`src/rtl/core/cslx_pkg.sv`:
```
package cslx_pkg;

  localparam int TOK_W   = 20;  // width of start and length fields
  localparam int Q_DEPTH = 4;   // result queue entries, power of two

  typedef enum logic [3:0] {
    K_LBRACE   = 4'd0,
    K_RBRACE   = 4'd1,
    K_LPAREN   = 4'd2,
    K_RPAREN   = 4'd3,
    K_SEMI     = 4'd4,
    K_STAR     = 4'd5,
    K_UNKNOWN  = 4'd6,
    K_IDENT    = 4'd7,
    K_KEYWORD  = 4'd8,
    K_OPERATOR = 4'd9,
    K_NUMBER   = 4'd10,
    K_STRING   = 4'd11,
    K_END      = 4'd12
  } kind_t;

  typedef enum logic [3:0] {
    M_IDLE,
    M_SLASH,
    M_LINE,
    M_BLOCK,
    M_BLOCK_STAR,
    M_IDENT,
    M_NUMBER,
    M_STRING,
    M_HASH
  } mode_t;

  typedef struct packed {
    kind_t            kind;
    logic [TOK_W-1:0] start;
    logic [TOK_W-1:0] length;
    logic             last;
  } tok_t;

  // Up to two tokens per accepted byte; tok0 goes out first.
  typedef struct packed {
    logic [1:0] count;
    tok_t       tok0;
    tok_t       tok1;
  } step_res_t;

  localparam logic [7:0] CH_NUL    = 8'h00;
  localparam logic [7:0] CH_TAB    = 8'h09;
  localparam logic [7:0] CH_LF     = 8'h0A;
  localparam logic [7:0] CH_CR     = 8'h0D;
  localparam logic [7:0] CH_SPACE  = 8'h20;
  localparam logic [7:0] CH_QUOTE  = 8'h22;
  localparam logic [7:0] CH_HASH   = 8'h23;
  localparam logic [7:0] CH_LPAREN = 8'h28;
  localparam logic [7:0] CH_RPAREN = 8'h29;
  localparam logic [7:0] CH_STAR   = 8'h2A;
  localparam logic [7:0] CH_DOT    = 8'h2E;
  localparam logic [7:0] CH_SLASH  = 8'h2F;
  localparam logic [7:0] CH_SEMI   = 8'h3B;
  localparam logic [7:0] CH_EQUAL  = 8'h3D;
  localparam logic [7:0] CH_UNDER  = 8'h5F;
  localparam logic [7:0] CH_LOW_F  = 8'h66;
  localparam logic [7:0] CH_LBRACE = 8'h7B;
  localparam logic [7:0] CH_RBRACE = 8'h7D;

  function automatic logic is_alpha(input logic [7:0] c);
    return c inside {[8'h61:8'h7A], [8'h41:8'h5A]};
  endfunction

  function automatic logic is_digit(input logic [7:0] c);
    return c inside {[8'h30:8'h39]};
  endfunction

  function automatic logic is_space(input logic [7:0] c);
    return c inside {CH_SPACE, CH_LF, CH_TAB, CH_CR};
  endfunction

  // Keyword table: 0 int, 1 float, 2 double, 3 char
  function automatic logic [2:0] kw_len(input logic [1:0] k);
    logic [2:0] n;
    case (k)
      2'd0: n = 3'd3;
      2'd1: n = 3'd5;
      2'd2: n = 3'd6;
      default: n = 3'd4;
    endcase
    return n;
  endfunction

  function automatic logic [7:0] kw_char(input logic [1:0] k, input logic [2:0] idx);
    logic [47:0] w;
    logic [7:0]  ch;
    case (k)
      2'd0: w = {"int", 24'h0};
      2'd1: w = {"float", 8'h0};
      2'd2: w = "double";
      default: w = {"char", 16'h0};
    endcase
    case (idx)
      3'd0: ch = w[47:40];
      3'd1: ch = w[39:32];
      3'd2: ch = w[31:24];
      3'd3: ch = w[23:16];
      3'd4: ch = w[15:8];
      3'd5: ch = w[7:0];
      default: ch = 8'h00;
    endcase
    return ch;
  endfunction

endpackage

```
`src/rtl/core/cslx_step.sv`:
```
module cslx_step import cslx_pkg::*; #(
  parameter int OFFSET_BITS = 20
) (
  input  logic      clk,
  input  logic      rst_n,
  input  logic      acc,
  input  logic [7:0] c,
  output step_res_t res
);

  localparam logic [OFFSET_BITS-1:0] SAT_MAX = '1;
  localparam logic [OFFSET_BITS-1:0] ONE     = OFFSET_BITS'(1);

  function automatic logic [OFFSET_BITS-1:0] sat_inc(input logic [OFFSET_BITS-1:0] v);
    return (v == SAT_MAX) ? v : v + ONE;
  endfunction

  mode_t                  mode_r, mode_nxt;
  logic [OFFSET_BITS-1:0] pos_r, pos_nxt;
  logic [OFFSET_BITS-1:0] pstart_r, pstart_nxt;
  logic [OFFSET_BITS-1:0] plen_r, plen_nxt;
  logic [3:0]             alive_r, alive_nxt;

  // classification of the current byte against the open token
  logic                   do_idle;
  logic                   pre_v;
  kind_t                  pre_kind;
  logic [OFFSET_BITS-1:0] pre_len;

  // what the byte does when seen between tokens
  logic                   idle_v;
  kind_t                  idle_kind;
  logic                   idle_pend;
  mode_t                  idle_mode;

  logic                   id_char;
  logic [3:0]             alive_filt;
  logic [3:0]             alive_first;
  logic                   is_kw;
  logic                   ended;

  assign id_char = is_alpha(c) || is_digit(c) || (c == CH_UNDER);

  always_comb begin
    for (int k = 0; k < 4; k++) begin
      alive_filt[k]  = alive_r[k] && (plen_r < OFFSET_BITS'(kw_len(2'(k))))
                       && (kw_char(2'(k), plen_r[2:0]) == c);
      alive_first[k] = (kw_char(2'(k), 3'd0) == c);
    end
    is_kw = 1'b0;
    for (int k = 0; k < 4; k++) begin
      if (alive_r[k] && (plen_r == OFFSET_BITS'(kw_len(2'(k))))) begin
        is_kw = 1'b1;
      end
    end
  end

  // per-mode decision: close the open token, hand the byte to the idle path
  always_comb begin
    do_idle  = 1'b0;
    pre_v    = 1'b0;
    pre_kind = K_UNKNOWN;
    pre_len  = plen_r;
    case (mode_r)
      M_SLASH: begin
        if (c != CH_SLASH && c != CH_STAR) begin
          pre_v   = 1'b1;
          pre_len = ONE;
          do_idle = 1'b1;
        end
      end
      M_LINE: begin
        do_idle = (c == CH_LF) || (c == CH_NUL);
      end
      M_BLOCK, M_BLOCK_STAR: begin
        do_idle = (c == CH_NUL);
      end
      M_IDENT: begin
        if (!id_char) begin
          pre_v    = 1'b1;
          pre_kind = is_kw ? K_KEYWORD : K_IDENT;
          do_idle  = 1'b1;
        end
      end
      M_NUMBER: begin
        if (!(is_digit(c) || c == CH_DOT || c == CH_LOW_F)) begin
          pre_v    = 1'b1;
          pre_kind = K_NUMBER;
          do_idle  = 1'b1;
        end
      end
      M_STRING: begin
        if (c == CH_QUOTE) begin
          pre_v    = 1'b1;
          pre_kind = K_STRING;
          pre_len  = sat_inc(plen_r);
        end else if (c == CH_NUL) begin
          pre_v    = 1'b1;
          pre_kind = K_STRING;
          do_idle  = 1'b1;
        end
      end
      M_HASH: begin
        if (c == CH_NUL || is_space(c)) begin
          pre_v    = 1'b1;
          pre_kind = K_KEYWORD;
          do_idle  = 1'b1;
        end
      end
      default: begin
        do_idle = 1'b1;
      end
    endcase
  end

  // between-token decode
  always_comb begin
    idle_v    = 1'b1;
    idle_kind = K_UNKNOWN;
    idle_pend = 1'b0;
    idle_mode = M_IDLE;
    case (c)
      CH_NUL:    idle_kind = K_END;
      CH_LPAREN: idle_kind = K_LPAREN;
      CH_RPAREN: idle_kind = K_RPAREN;
      CH_LBRACE: idle_kind = K_LBRACE;
      CH_RBRACE: idle_kind = K_RBRACE;
      CH_EQUAL:  idle_kind = K_OPERATOR;
      CH_STAR:   idle_kind = K_STAR;
      CH_SEMI:   idle_kind = K_SEMI;
      default: begin
        if (is_space(c)) begin
          idle_v = 1'b0;
        end else begin
          idle_pend = 1'b1;
          idle_v    = 1'b0;
          if (c == CH_SLASH) begin
            idle_mode = M_SLASH;
          end else if (c == CH_QUOTE) begin
            idle_mode = M_STRING;
          end else if (c == CH_HASH) begin
            idle_mode = M_HASH;
          end else if (is_alpha(c)) begin
            idle_mode = M_IDENT;
          end else if (is_digit(c)) begin
            idle_mode = M_NUMBER;
          end else begin
            idle_v = 1'b1;  // unknown single byte
          end
        end
      end
    endcase
  end

  assign ended = do_idle && (c == CH_NUL);

  // next state
  always_comb begin
    mode_nxt   = mode_r;
    pstart_nxt = pstart_r;
    plen_nxt   = plen_r;
    alive_nxt  = alive_r;
    pos_nxt    = ended ? '0 : sat_inc(pos_r);
    if (do_idle) begin
      mode_nxt = idle_mode;
      if (idle_pend) begin
        pstart_nxt = pos_r;
        plen_nxt   = ONE;
      end
      if (idle_mode == M_IDENT) begin
        alive_nxt = alive_first;
      end
    end else begin
      case (mode_r)
        M_SLASH: mode_nxt = (c == CH_SLASH) ? M_LINE : M_BLOCK_STAR;
        M_BLOCK, M_BLOCK_STAR: begin
          if (c == CH_SLASH && mode_r == M_BLOCK_STAR) begin
            mode_nxt = M_IDLE;
          end else begin
            mode_nxt = (c == CH_STAR) ? M_BLOCK_STAR : M_BLOCK;
          end
        end
        M_IDENT: begin
          alive_nxt = alive_filt;
          plen_nxt  = sat_inc(plen_r);
        end
        M_STRING: begin
          if (c == CH_QUOTE) begin
            mode_nxt = M_IDLE;
          end else begin
            plen_nxt = sat_inc(plen_r);
          end
        end
        M_NUMBER, M_HASH: plen_nxt = sat_inc(plen_r);
        default: mode_nxt = mode_r;
      endcase
    end
  end

  // tokens out
  always_comb begin
    tok_t pre_tok;
    tok_t idle_tok;
    logic idle_out;
    pre_tok.kind    = pre_kind;
    pre_tok.start   = TOK_W'(pstart_r);
    pre_tok.length  = TOK_W'(pre_len);
    idle_out        = do_idle && idle_v;
    pre_tok.last    = !idle_out;
    idle_tok.kind   = idle_kind;
    idle_tok.start  = TOK_W'(pos_r);
    idle_tok.length = (idle_kind == K_END) ? '0 : TOK_W'(1);
    idle_tok.last   = 1'b1;
    res.count       = {1'b0, pre_v} + {1'b0, idle_out};
    res.tok0        = pre_v ? pre_tok : idle_tok;
    res.tok1        = idle_tok;
  end

  always_ff @(posedge clk) begin
    if (!rst_n) begin
      mode_r   <= M_IDLE;
      pos_r    <= '0;
      pstart_r <= '0;
      plen_r   <= '0;
      alive_r  <= '1;
    end else if (acc) begin
      mode_r   <= mode_nxt;
      pos_r    <= pos_nxt;
      pstart_r <= pstart_nxt;
      plen_r   <= plen_nxt;
      alive_r  <= alive_nxt;
    end
  end

endmodule

```
`src/rtl/core/c_subset_lexer_core.sv`:
```
// Channel | Dir | Ports                        | Word
// --------+-----+------------------------------+----------------------------------------
// in      | in  | in_tvalid/in_tready/in_tdata | [7:0] text_byte (0 ends the text)
// out     | out | out_tvalid/out_tready/       | [3:0] token_kind, [23:4] token_start,
//         |     | out_tdata/out_tlast          | [43:24] token_length; tlast last_of_item
//
// One byte is taken per cycle while in_tready is high; the scanner state updates
// in the accept cycle and the 0..2 tokens it yields land in a 4-entry result
// queue the same edge. The out port drains one word per cycle while out_tready is
// high, so a stream where each byte yields two tokens is bound by that single port.
// in_tready is high while the queue has room for two words; out_tready low
// stalls intake once fewer than two queue entries are free.
// rst_n (synchronous, active low) empties the queue and returns the scanner to
// between-token state at offset zero.
module c_subset_lexer_core import cslx_pkg::*; #(
  parameter int OFFSET_BITS = 20
) (
  input  logic        clk,
  input  logic        rst_n,
  input  logic        in_tvalid,
  output logic        in_tready,
  input  logic [7:0]  in_tdata,   // [7:0] text_byte
  output logic        out_tvalid,
  input  logic        out_tready,
  output logic [47:0] out_tdata,  // [3:0] token_kind, [23:4] token_start,
                                  // [43:24] token_length, [47:44] zero
  output logic        out_tlast   // last_of_item
);

  localparam int PTR_W = $clog2(Q_DEPTH);
  localparam int CNT_W = $clog2(Q_DEPTH + 1);

  logic       in_acc;
  logic       out_pop;
  step_res_t  res;

  // result queue
  tok_t               q_r [Q_DEPTH];
  logic [PTR_W-1:0]   wp_r, wp_nxt;
  logic [PTR_W-1:0]   rp_r, rp_nxt;
  logic [CNT_W-1:0]   cnt_r, cnt_nxt;
  tok_t               head;

  assign in_tready = (cnt_r <= CNT_W'(Q_DEPTH - 2));
  assign in_acc    = in_tvalid && in_tready;

  cslx_step #(
    .OFFSET_BITS(OFFSET_BITS)
  ) u_step (
    .clk  (clk),
    .rst_n(rst_n),
    .acc  (in_acc),
    .c    (in_tdata),
    .res  (res)
  );

  assign head       = q_r[rp_r];
  assign out_tvalid = (cnt_r != '0);
  assign out_pop    = out_tvalid && out_tready;
  assign out_tdata  = {4'b0, head.length, head.start, head.kind};
  assign out_tlast  = head.last;

  always_comb begin
    logic [1:0] push_n;
    push_n  = in_acc ? res.count : 2'd0;
    wp_nxt  = wp_r + PTR_W'(push_n);
    rp_nxt  = out_pop ? rp_r + PTR_W'(1) : rp_r;
    cnt_nxt = cnt_r + CNT_W'(push_n) - CNT_W'(out_pop);
  end

  always_ff @(posedge clk) begin
    if (!rst_n) begin
      wp_r  <= '0;
      rp_r  <= '0;
      cnt_r <= '0;
    end else begin
      wp_r  <= wp_nxt;
      rp_r  <= rp_nxt;
      cnt_r <= cnt_nxt;
    end
  end

  // payload: no reset needed
  always_ff @(posedge clk) begin
    if (in_acc && res.count != 2'd0) begin
      q_r[wp_r] <= res.tok0;
    end
    if (in_acc && res.count == 2'd2) begin
      q_r[wp_r + PTR_W'(1)] <= res.tok1;
    end
  end

endmodule

```
`config.mk`:
```
export PLATFORM = sky130hd
export DESIGN_NAME = c_subset_lexer_core
export DESIGN_NICKNAME = d
export VERILOG_FILES = /design/src/rtl/core/cslx_pkg.sv /design/src/rtl/core/cslx_step.sv /design/src/rtl/core/c_subset_lexer_core.sv
export SDC_FILE = /design/constraint.sdc
export NUM_CORES = 1
export LEC_CHECK = 0
export BUFFER_PORTS_ARGS = -buffer_cell sky130_fd_sc_hd__buf_2
export CAP_MARGIN = 5
export CORE_MARGIN = 8
export CORE_UTILIZATION = 67
export DETAILED_ROUTE_END_ITERATION = 8
export MAX_ROUTING_LAYER = met4
export PLACE_DENSITY = 0.87
export SETUP_SLACK_MARGIN = 0.05
export SLEW_MARGIN = 20
export SYNTH_ARGS = -nofsm -noshare
export SYNTH_HDL_FRONTEND = slang
export SYNTH_SLANG_ARGS = --single-unit
```
`constraint.sdc`:
```
create_clock -name clk -period 8.55 [get_ports clk]
set_clock_uncertainty 0.15 [all_clocks]
set_input_delay 0.855 -clock clk [delete_from_list [all_inputs] [get_ports clk]]
set_output_delay 0.855 -clock clk [all_outputs]
set_load 0.05 [all_outputs]
```
Yosys cells after proc, flatten, opt, wreduce, memory -nomap -nowiden:

Memories as Yosys holds them, arrays and structs flattened. A register that Yosys moved wholly into a read port is not among the register bits.
Index checks and enable logic that the tools add are counted.

* $add $sub $neg: 8
* muxes and demuxes: 69
* eq/ne operators: 54
* reductions and logical operators: 47
* order comparisons: 11

Operator list (number)
* two-way mux 20 bit: 8
* equality test 8 x 6 -> 1 bit (second input constant): 10
* case mux 20 bit (2 select lines): 2
* two-way mux 4 bit: 18
* equality test 20 x 3 -> 1 bit (second input constant): 3
* less-than comparator 20 x 3 -> 1 bit (second input constant): 3
* two-way mux 45 bit: 1
* case mux 7 bit (6 select lines): 1
* adder 20 x 1 -> 20 bit (second input constant): 2
* equality test 20 bit (second input constant): 2
* case mux 7 bit (5 select lines): 1
* equality test 7 x 8 -> 1 bit: 4
* equality test 7 x 8 -> 1 bit (first input constant): 4
* equality test 8 x 7 -> 1 bit (second input constant): 4
* case mux 4 bit (8 select lines): 1
* case mux 7 bit (4 select lines): 1
* two-way mux 1 bit: 25
* equality test 8 x 4 -> 1 bit (second input constant): 3
* logical AND 1 bit: 23
* case mux 7 bit (3 select lines): 1
* equality test 20 x 2 -> 1 bit (second input constant): 1
* equality test 4 x 3 -> 1 bit (second input constant): 5
* less-than comparator 20 x 2 -> 1 bit (second input constant): 1
* greater-or-equal comparator 8 x 7 -> 1 bit (second input constant): 2
* other kinds (40): 63

* logic and storage cells: 198
* RAM bits: 180
* input bits: 12
* bits in registers: 75
* output and inout bits: 51
* memories: 1

Memories
* q_r: words 4, bits a word 45, read ports 1, clocked after memory_dff 1, wr ports 2, RTL line c_subset_lexer_core.sv:38 `tok_t q_r [Q_DEPTH];`

Logic depth before layout (Yosys ltp):

Gate-level depths: netlist (run 1).

* depth after elaboration: 15
* mapped depth: 19
* gate-level depth less buffers: 16

Hierarchy:

From an unflattened synthesis (run 1), not the netlist that was laid out.

* cell total of the unflattened synthesis: 1238
* area total of the unflattened synthesis: 15074.5 um^2

By module, submodules not included
* c_subset_lexer_core: cells an instance 501, instances 1, area an instance 9386.5 um^2, seq. area each 5585.4 um^2
* cslx_step: cells an instance 737, instances 1, area an instance 5688.0 um^2, seq. area each 1361.3 um^2

Least setup slack after synthesis (run 1):

Ideal clock, no wire load.

* path kind: input-to-reg
* start point: input port in_tdata[1]
* end point: memory q_r[0][1] (netlist bit), enable pin
* data required time: 8020 ps
* stages: 16
* setup slack: 3505 ps
* setup time: 380 ps
* data arrival time: 4515 ps
* path buffers: 5
* cells stage by stage: buf_2 or4_1 o221ai_2 nand4b_2 nand4bb_1 buf_2 buf_2 nand2_1 nor3_1 inv_1 ha_1 or4_1 clkbuf_1 and2_1 clkbuf_1 inv_1

RTL lines
* from (decl): RTL line c_subset_lexer_core.sv:22 `input logic [7:0] in_tdata,`
* to (decl): RTL line c_subset_lexer_core.sv:38

==> impl_metrics.ini, run 1 <==
[status]
status = finished clean

[logic_synthesis]
synth_area_um2 = 13200
ys_warn_count = 0
synth.distinct_cells = 79
netlist_instances = 1318
yosys_register_bits = 257
synth_edf_count = 100
synth_async_sr_flop_share = 0
ys_seq_area_frac = 0.467
synthFlopType = dfxtp_1
syn_avg_cell_area_um2 = 9.99

[global_route]
grt_overflow = 0
grt_pass1_vias = 10600
antenna_found_initial = 0
track_usage = 0.308
grt_start_max_net_pins = 46
grt_pass1_wl_um = 57800

[setup_path]
rr_startpoint = u_step.mode_r[3]
rr_worst_depth = 11
critPathBufInv = 3
worst_setup_path_end_kind = register
worstPathCellList = buf_2, or4b_4, o31a_1, a41oi_2, nand4bb_1, nand2_1, nor3_1, inv_1, ha_1, or3_1, and2_1, clkinv_1
crit_path_max_fanout = 26
r2r_slack_ns = 2.53
critical_path_class = primary input to register
worstPathRequired_ns = 8.35
crit_cells = 12
slowest_stage = clkinv_1
worstPathArrival_ns = 6.11
cp-start-kind = primary input
cp_slowest_stage_delay_ns = 1.09
reg2reg_to = q_r[3][44]
critPathTopFamily = simple AND/OR/NAND/NOR gates

[worst_hold_path]
hold_path.class = register to register
hold_path_end = q_r[2][10]
hold_depth = 2
hold_path.startpoint = q_r[2][10]

[placed_design]
hpwlAfterDp_um = 23400
place_inst = 1530
pre_cts_ws_ns = 2.15
placed_cell_area_um2 = 13300
finalWeightedCongestion = 0.946
portBuffers = 58

[timing]
fin_ws_ns = 2.24
setup_tns_ns = 0
max_freq_mhz = 158
setup_viol = 0
worstMarginPinSlew_ns = 1.18
rsz0062_at_grt = no
timing.hold.ws_ns = 0.300
period_needed_ns = 6.31
period_share = 0.738
slew_viol_final = 0
max-slew-margin-rel = 0.211
hold_viol = 0

[cells_and_area]
fin_util = 0.738
fin_area_um2 = 14300
n_antenna_cell = 0
drive_above_1_share = 0.143
fill_cells = 1318
mostFrequentLayoutCell = dfxtp_1
nNetsFinal = 1318
areaGrowthSynthToFinish_pct = 8.77
mostFrequentLayoutCells = dfxtp_1 (155), nand2_1 (150), a22o_1 (117)
fin_cells = 1578

[routing]
viasPerCell = 7.11
drc = 0
detail_route.wl_per_cell_um = 23.6
ant_nets = 0
dr_total_vias = 11200
routed_wl_um = 37200
firstDrtPassIters = 6
initialDrtViolationCount = 1428

[cts]
cts_hold_buf = 0
clock_sinks = 257
cts.htree.levels = 1
ctsResizeCount = 0
tritoncts.num_buffers = 26
cts_tree = built
worst_skew_pair.late_latency_ns = 0.55
cts.path.max_buffers = 3
clk_pin_slew_ns = 0.06
cts_root_buffer = clkbuf_16
post_cts_buffers = 0

[job]
maxCapViolCount = 0

[pwr]
power_leakage_nw = 4.94
total_power_mw = 4.09
power_density_nw_per_um2 = 286
peakVddDrop_v = 0.000268

[floorplan]
rows = 51
dieWidth_um = 156
core_um2 = 19400
die_h_um = 156
die_area_um2 = 24400
start_util = 0.678
io_pins = 63
-- where the power goes --
part / leakage (nW) / internal (mW) / total [mW] / switching, mW
sequential: 2.23 / 1.41 / 1.54 / 0.127
combinational: 2.23 / 0.379 / 1.30 / 0.917
clock: 0.477 / 0.764 / 1.26 / 0.496
total: 4.94 / 2.55 / 4.09 / 1.54
-- sequential cells by signal, indices dropped and copies added, names as in the netlist, named ones only --
signal	count
u_step.plen_r	20
u_step.mode_r	4
u_step.alive_r	4
rp_r	2
u_step.pos_r	20
u_step.pstart_r	20
wp_r	2
q_r	180
cnt_r	3
-- how the worst max path moves through the flow --
stage / from / to / slack [ns]
CTS: in_tdata[1] / q_r[0][44] / 2.63
finish: in_tdata[4] / q_r[3][44] / 2.24
global route: in_tdata[4] / q_r[3][0] / 1.99
detailed placement: in_tdata[1] / q_r[0][28] / 2.15
global placement: in_tdata[1] / q_r[0][29] / 2.33
floorplan: in_tdata[1] / q_r[0][1] / 3.50
-- layout make-up --
class / instances / area [µm²] / share of cell area
clock inverter: 12 / 161 / 0.0113
tap: 265 / 332 / 0.0232
clock buffer: 36 / 815 / 0.0569
inverter: 26 / 97.6 / 0.00682
sequential: 257 / 6150 / 0.430
multi-input combinational: 911 / 6370 / 0.445
timing repair buffer: 71 / 388 / 0.0271
-- synthesized netlist by cell type, types with 18 or more instances --
master,count,share of area
xnor2_1,20,0.013
nand4_1,23,0.011
o21ai_0,82,0.031
a22o_1,117,0.078
a21oi_1,71,0.027
inv_1,25,0.0071
edfxtp_1,100,0.23
mux4_2,45,0.077
dfxtp_1,157,0.24
nor2_1,70,0.020
buf_2,25,0.0095
and3_1,18,0.0086
o22ai_1,23,0.011
nand3_1,37,0.014
nor3_1,28,0.011
clkbuf_1,88,0.025
nand2_1,150,0.043
-- kinds of logic after synthesis --
logic type | share of synthesized area
XOR/XNOR | 0.0246
buffers and inverters | 0.0497
other | 0.000285
adder cells (fa/ha/maj) | 0.0129
flip-flops | 0.467
multiplexers | 0.0819
AND/OR/NAND/NOR | 0.173
AO/OA/AOI/OAI | 0.191
-- per-layer routing --
metal | global-route usage | wire, µm | vias up
li1 | - | - | 4898
met1 | 0.391 | 14100 | 5333
met2 | 0.485 | 17200 | 835
met3 | 0.0565 | 4400 | 148
met4 | 0.119 | 1450 | 0
met5 | - | 0 | -
-- tightest hold or removal path, delay by kind of cell (launching register included) --
kind               cells  cell delay, ns
AOI/OAI and AO/OA      1            0.05
DFF                    1            0.32
and+or+nand+nor        1            0.04
Power figures use the tool's default switching activity.
==> inputs of run 2 (changes only) <==
- CORE_UTILIZATION: 67 -> 62
- PLACE_DENSITY: 0.87 -> 0.81
- clock period: 8.55 -> 6 ns (I/O delays scaled with it)
==> impl_metrics.ini, run 2 (synthesis gave the netlist of run 1 again) <==
[routing]
dr_total_vias = 11000
firstDrtPassIters = 6
detail_route.wl_per_cell_um = 23.2
ant_nets = 0
routed_wl_um = 37100
initialDrtViolationCount = 1523
drc = 0
viasPerCell = 6.88

[setup_path]
rr_worst_depth = 13
worstPathArrival_ns = 4.64
slowest_stage = or4_1
critPathTopFamily = simple AND/OR/NAND/NOR gates
cp_common_cell = buf_4
crit_path_max_fanout = 28
worstPathCellList = buf_2, nor4b_1, nand2_1, a21o_1, nand4_2, buf_4, inv_2, ha_1, or4_1, and2_1, buf_4, inv_1, buf_4
cp-start-kind = primary input
worst_setup_path_end_kind = register
r2r_slack_ns = 1.41
worstPathRequired_ns = 6.03
critical_path_class = primary input to register
critPathBufInv = 6
cp_slowest_stage_delay_ns = 0.78
rr_startpoint = u_step.mode_r[0]
reg2reg_to = q_r[0][37]

[global_route]
antenna_found_initial = 0
grt_overflow = 0
grt_pass1_wl_um = 57800
grt_pass1_vias = 10300
track_usage = 0.282
grt_start_max_net_pins = 46

[worst_hold_path]
hold_path_end = q_r[2][17]
hold_path.startpoint = q_r[2][17]
hold_path.class = register to register
hold_depth = 2

[pwr]
intPower_mw = 3.63
p_sw_frac = 0.378
peakVddDrop_v = 0.000269
clkPwrFrac = 0.300
p_seq_frac = 0.373
netSwitchingPower_mw = 2.20
power_leakage_nw = 5.00
combPwrFrac = 0.327
power_density_nw_per_um2 = 405
total_power_mw = 5.83

[floorplan]
rows = 53
core_um2 = 21000
io_pins = 63
dieWidth_um = 162
die_area_um2 = 26100
start_util = 0.628
die_h_um = 162

[placed_design]
portBuffers = 58
finalWeightedCongestion = 0.955
pre_cts_ws_ns = 1.02
hpwlAfterDp_um = 23500

[cts]
cts_hold_buf = 0
ctsResizeCount = 0
cts.htree.levels = 1
clk_pin_slew_ns = 0.06
worst_skew_pair.late_latency_ns = 0.53
tritoncts.num_buffers = 26
cts_tree = built
post_cts_buffers = 0
clock_sinks = 257
cts_root_buffer = clkbuf_16
cts.path.max_buffers = 3

[cells_and_area]
nNetsFinal = 1330
mostFrequentLayoutCells = dfxtp_1 (155), nand2_1 (150), a22o_1 (117)
n_antenna_cell = 0
largest_register_ffs = 180
drive_above_1_share = 0.152
fill_cells = 1561
mostFrequentLayoutCell = dfxtp_1
largest_register = q_r
fin_util = 0.688
areaGrowthSynthToFinish_pct = 9.47

[timing]
setup_viol = 0
max-slew-margin-rel = 0.269
fin_ws_ns = 1.39
slew_viol_final = 0
worstMarginPinSlew_ns = 1.09
hold_viol = 0
max_freq_mhz = 217
rsz0062_at_grt = no
period_needed_ns = 4.61
period_share = 0.769
timing.hold.ws_ns = 0.306
setup_tns_ns = 0

[job]
maxCapViolCount = 0

[status]
status = finished clean
==> run 2: changes by cell type in the layout (fill, tap and decap cells not counted) <==
cell	change
buf_4	+11
clkinv_4	+3
clkinv_1	-2
buf_12	+1
bufinv_16	-1
clkbuf_1	-1
clkinv_8	-1
inv_1	+1
inv_4	+1
inv_6	+1
inv_8	-1
==> run 2: power groups by stage <==
stage	Sequential [mW]	Clock, mW	Combinational [mW]
final	2.18	1.75	1.91
after CTS	2.18	1.75	1.89
after floorplan	2.09	0	1.49
after global placement	2.20	0	1.84
after global routing	2.21	1.83	2.01
after detailed placement	2.22	0	1.87
==> run 2: worst max-delay path by stage <==
stage / from / end / slack, ns / cells past startpoint
floorplan: in_tdata[1] / q_r[0][1] / 1.21 / 16
CTS: u_step.mode_r[0] / q_r[0][28] / 1.49 / 13
finish: in_tdata[1] / q_r[0][37] / 1.39 / 13
detailed placement: in_tdata[1] / q_r[2][27] / 1.02 / 13
global placement: in_tdata[1] / q_r[2][26] / 1.04 / 12
global route: in_tdata[1] / q_r[0][0] / 1.18 / 15
==> run 2: per-stage QoR <==
stage	cell area, µm²	instances
floorplan	13200	1321
detailed placement	13500	1552
global route	14400	1600
CTS	14400	1600
global placement	13500	1552
finish	14400	1600
==> run 2: metal layers <==
metal	track usage	vias to the layer above	wire length, µm	share of wire
met3	0.0451	105	4200	0.11
met1	0.383	5255	14900	0.40
met5	-	-	0	0
li1	-	4927	-	-
met2	0.428	715	16900	0.46
met4	0.0922	0	1040	0.028
==> run 2: worst register-to-register path, delay by kind of cell (launching register included) <==
family	cells	cell delay (ns)
buffers and inverters	4	0.77
DFF	1	0.60
and+or+nand+nor	6	2.06
adders and majority gates	1	0.28
AOI/OAI and AO/OA	2	0.38
==> run 2: layout make-up <==
| type | instances | area [µm²] | share of cell area |
|---|---|---|---|
| clock buffers | 35 | 811 | 0.0563 |
| clock inverters | 13 | 141 | 0.00981 |
| inverters | 26 | 97.6 | 0.00677 |
| multi-input cells | 911 | 6370 | 0.442 |
| flip-flops and latches | 257 | 6150 | 0.427 |
| well taps | 275 | 344 | 0.0239 |
| repair buffers | 83 | 490 | 0.0340 |
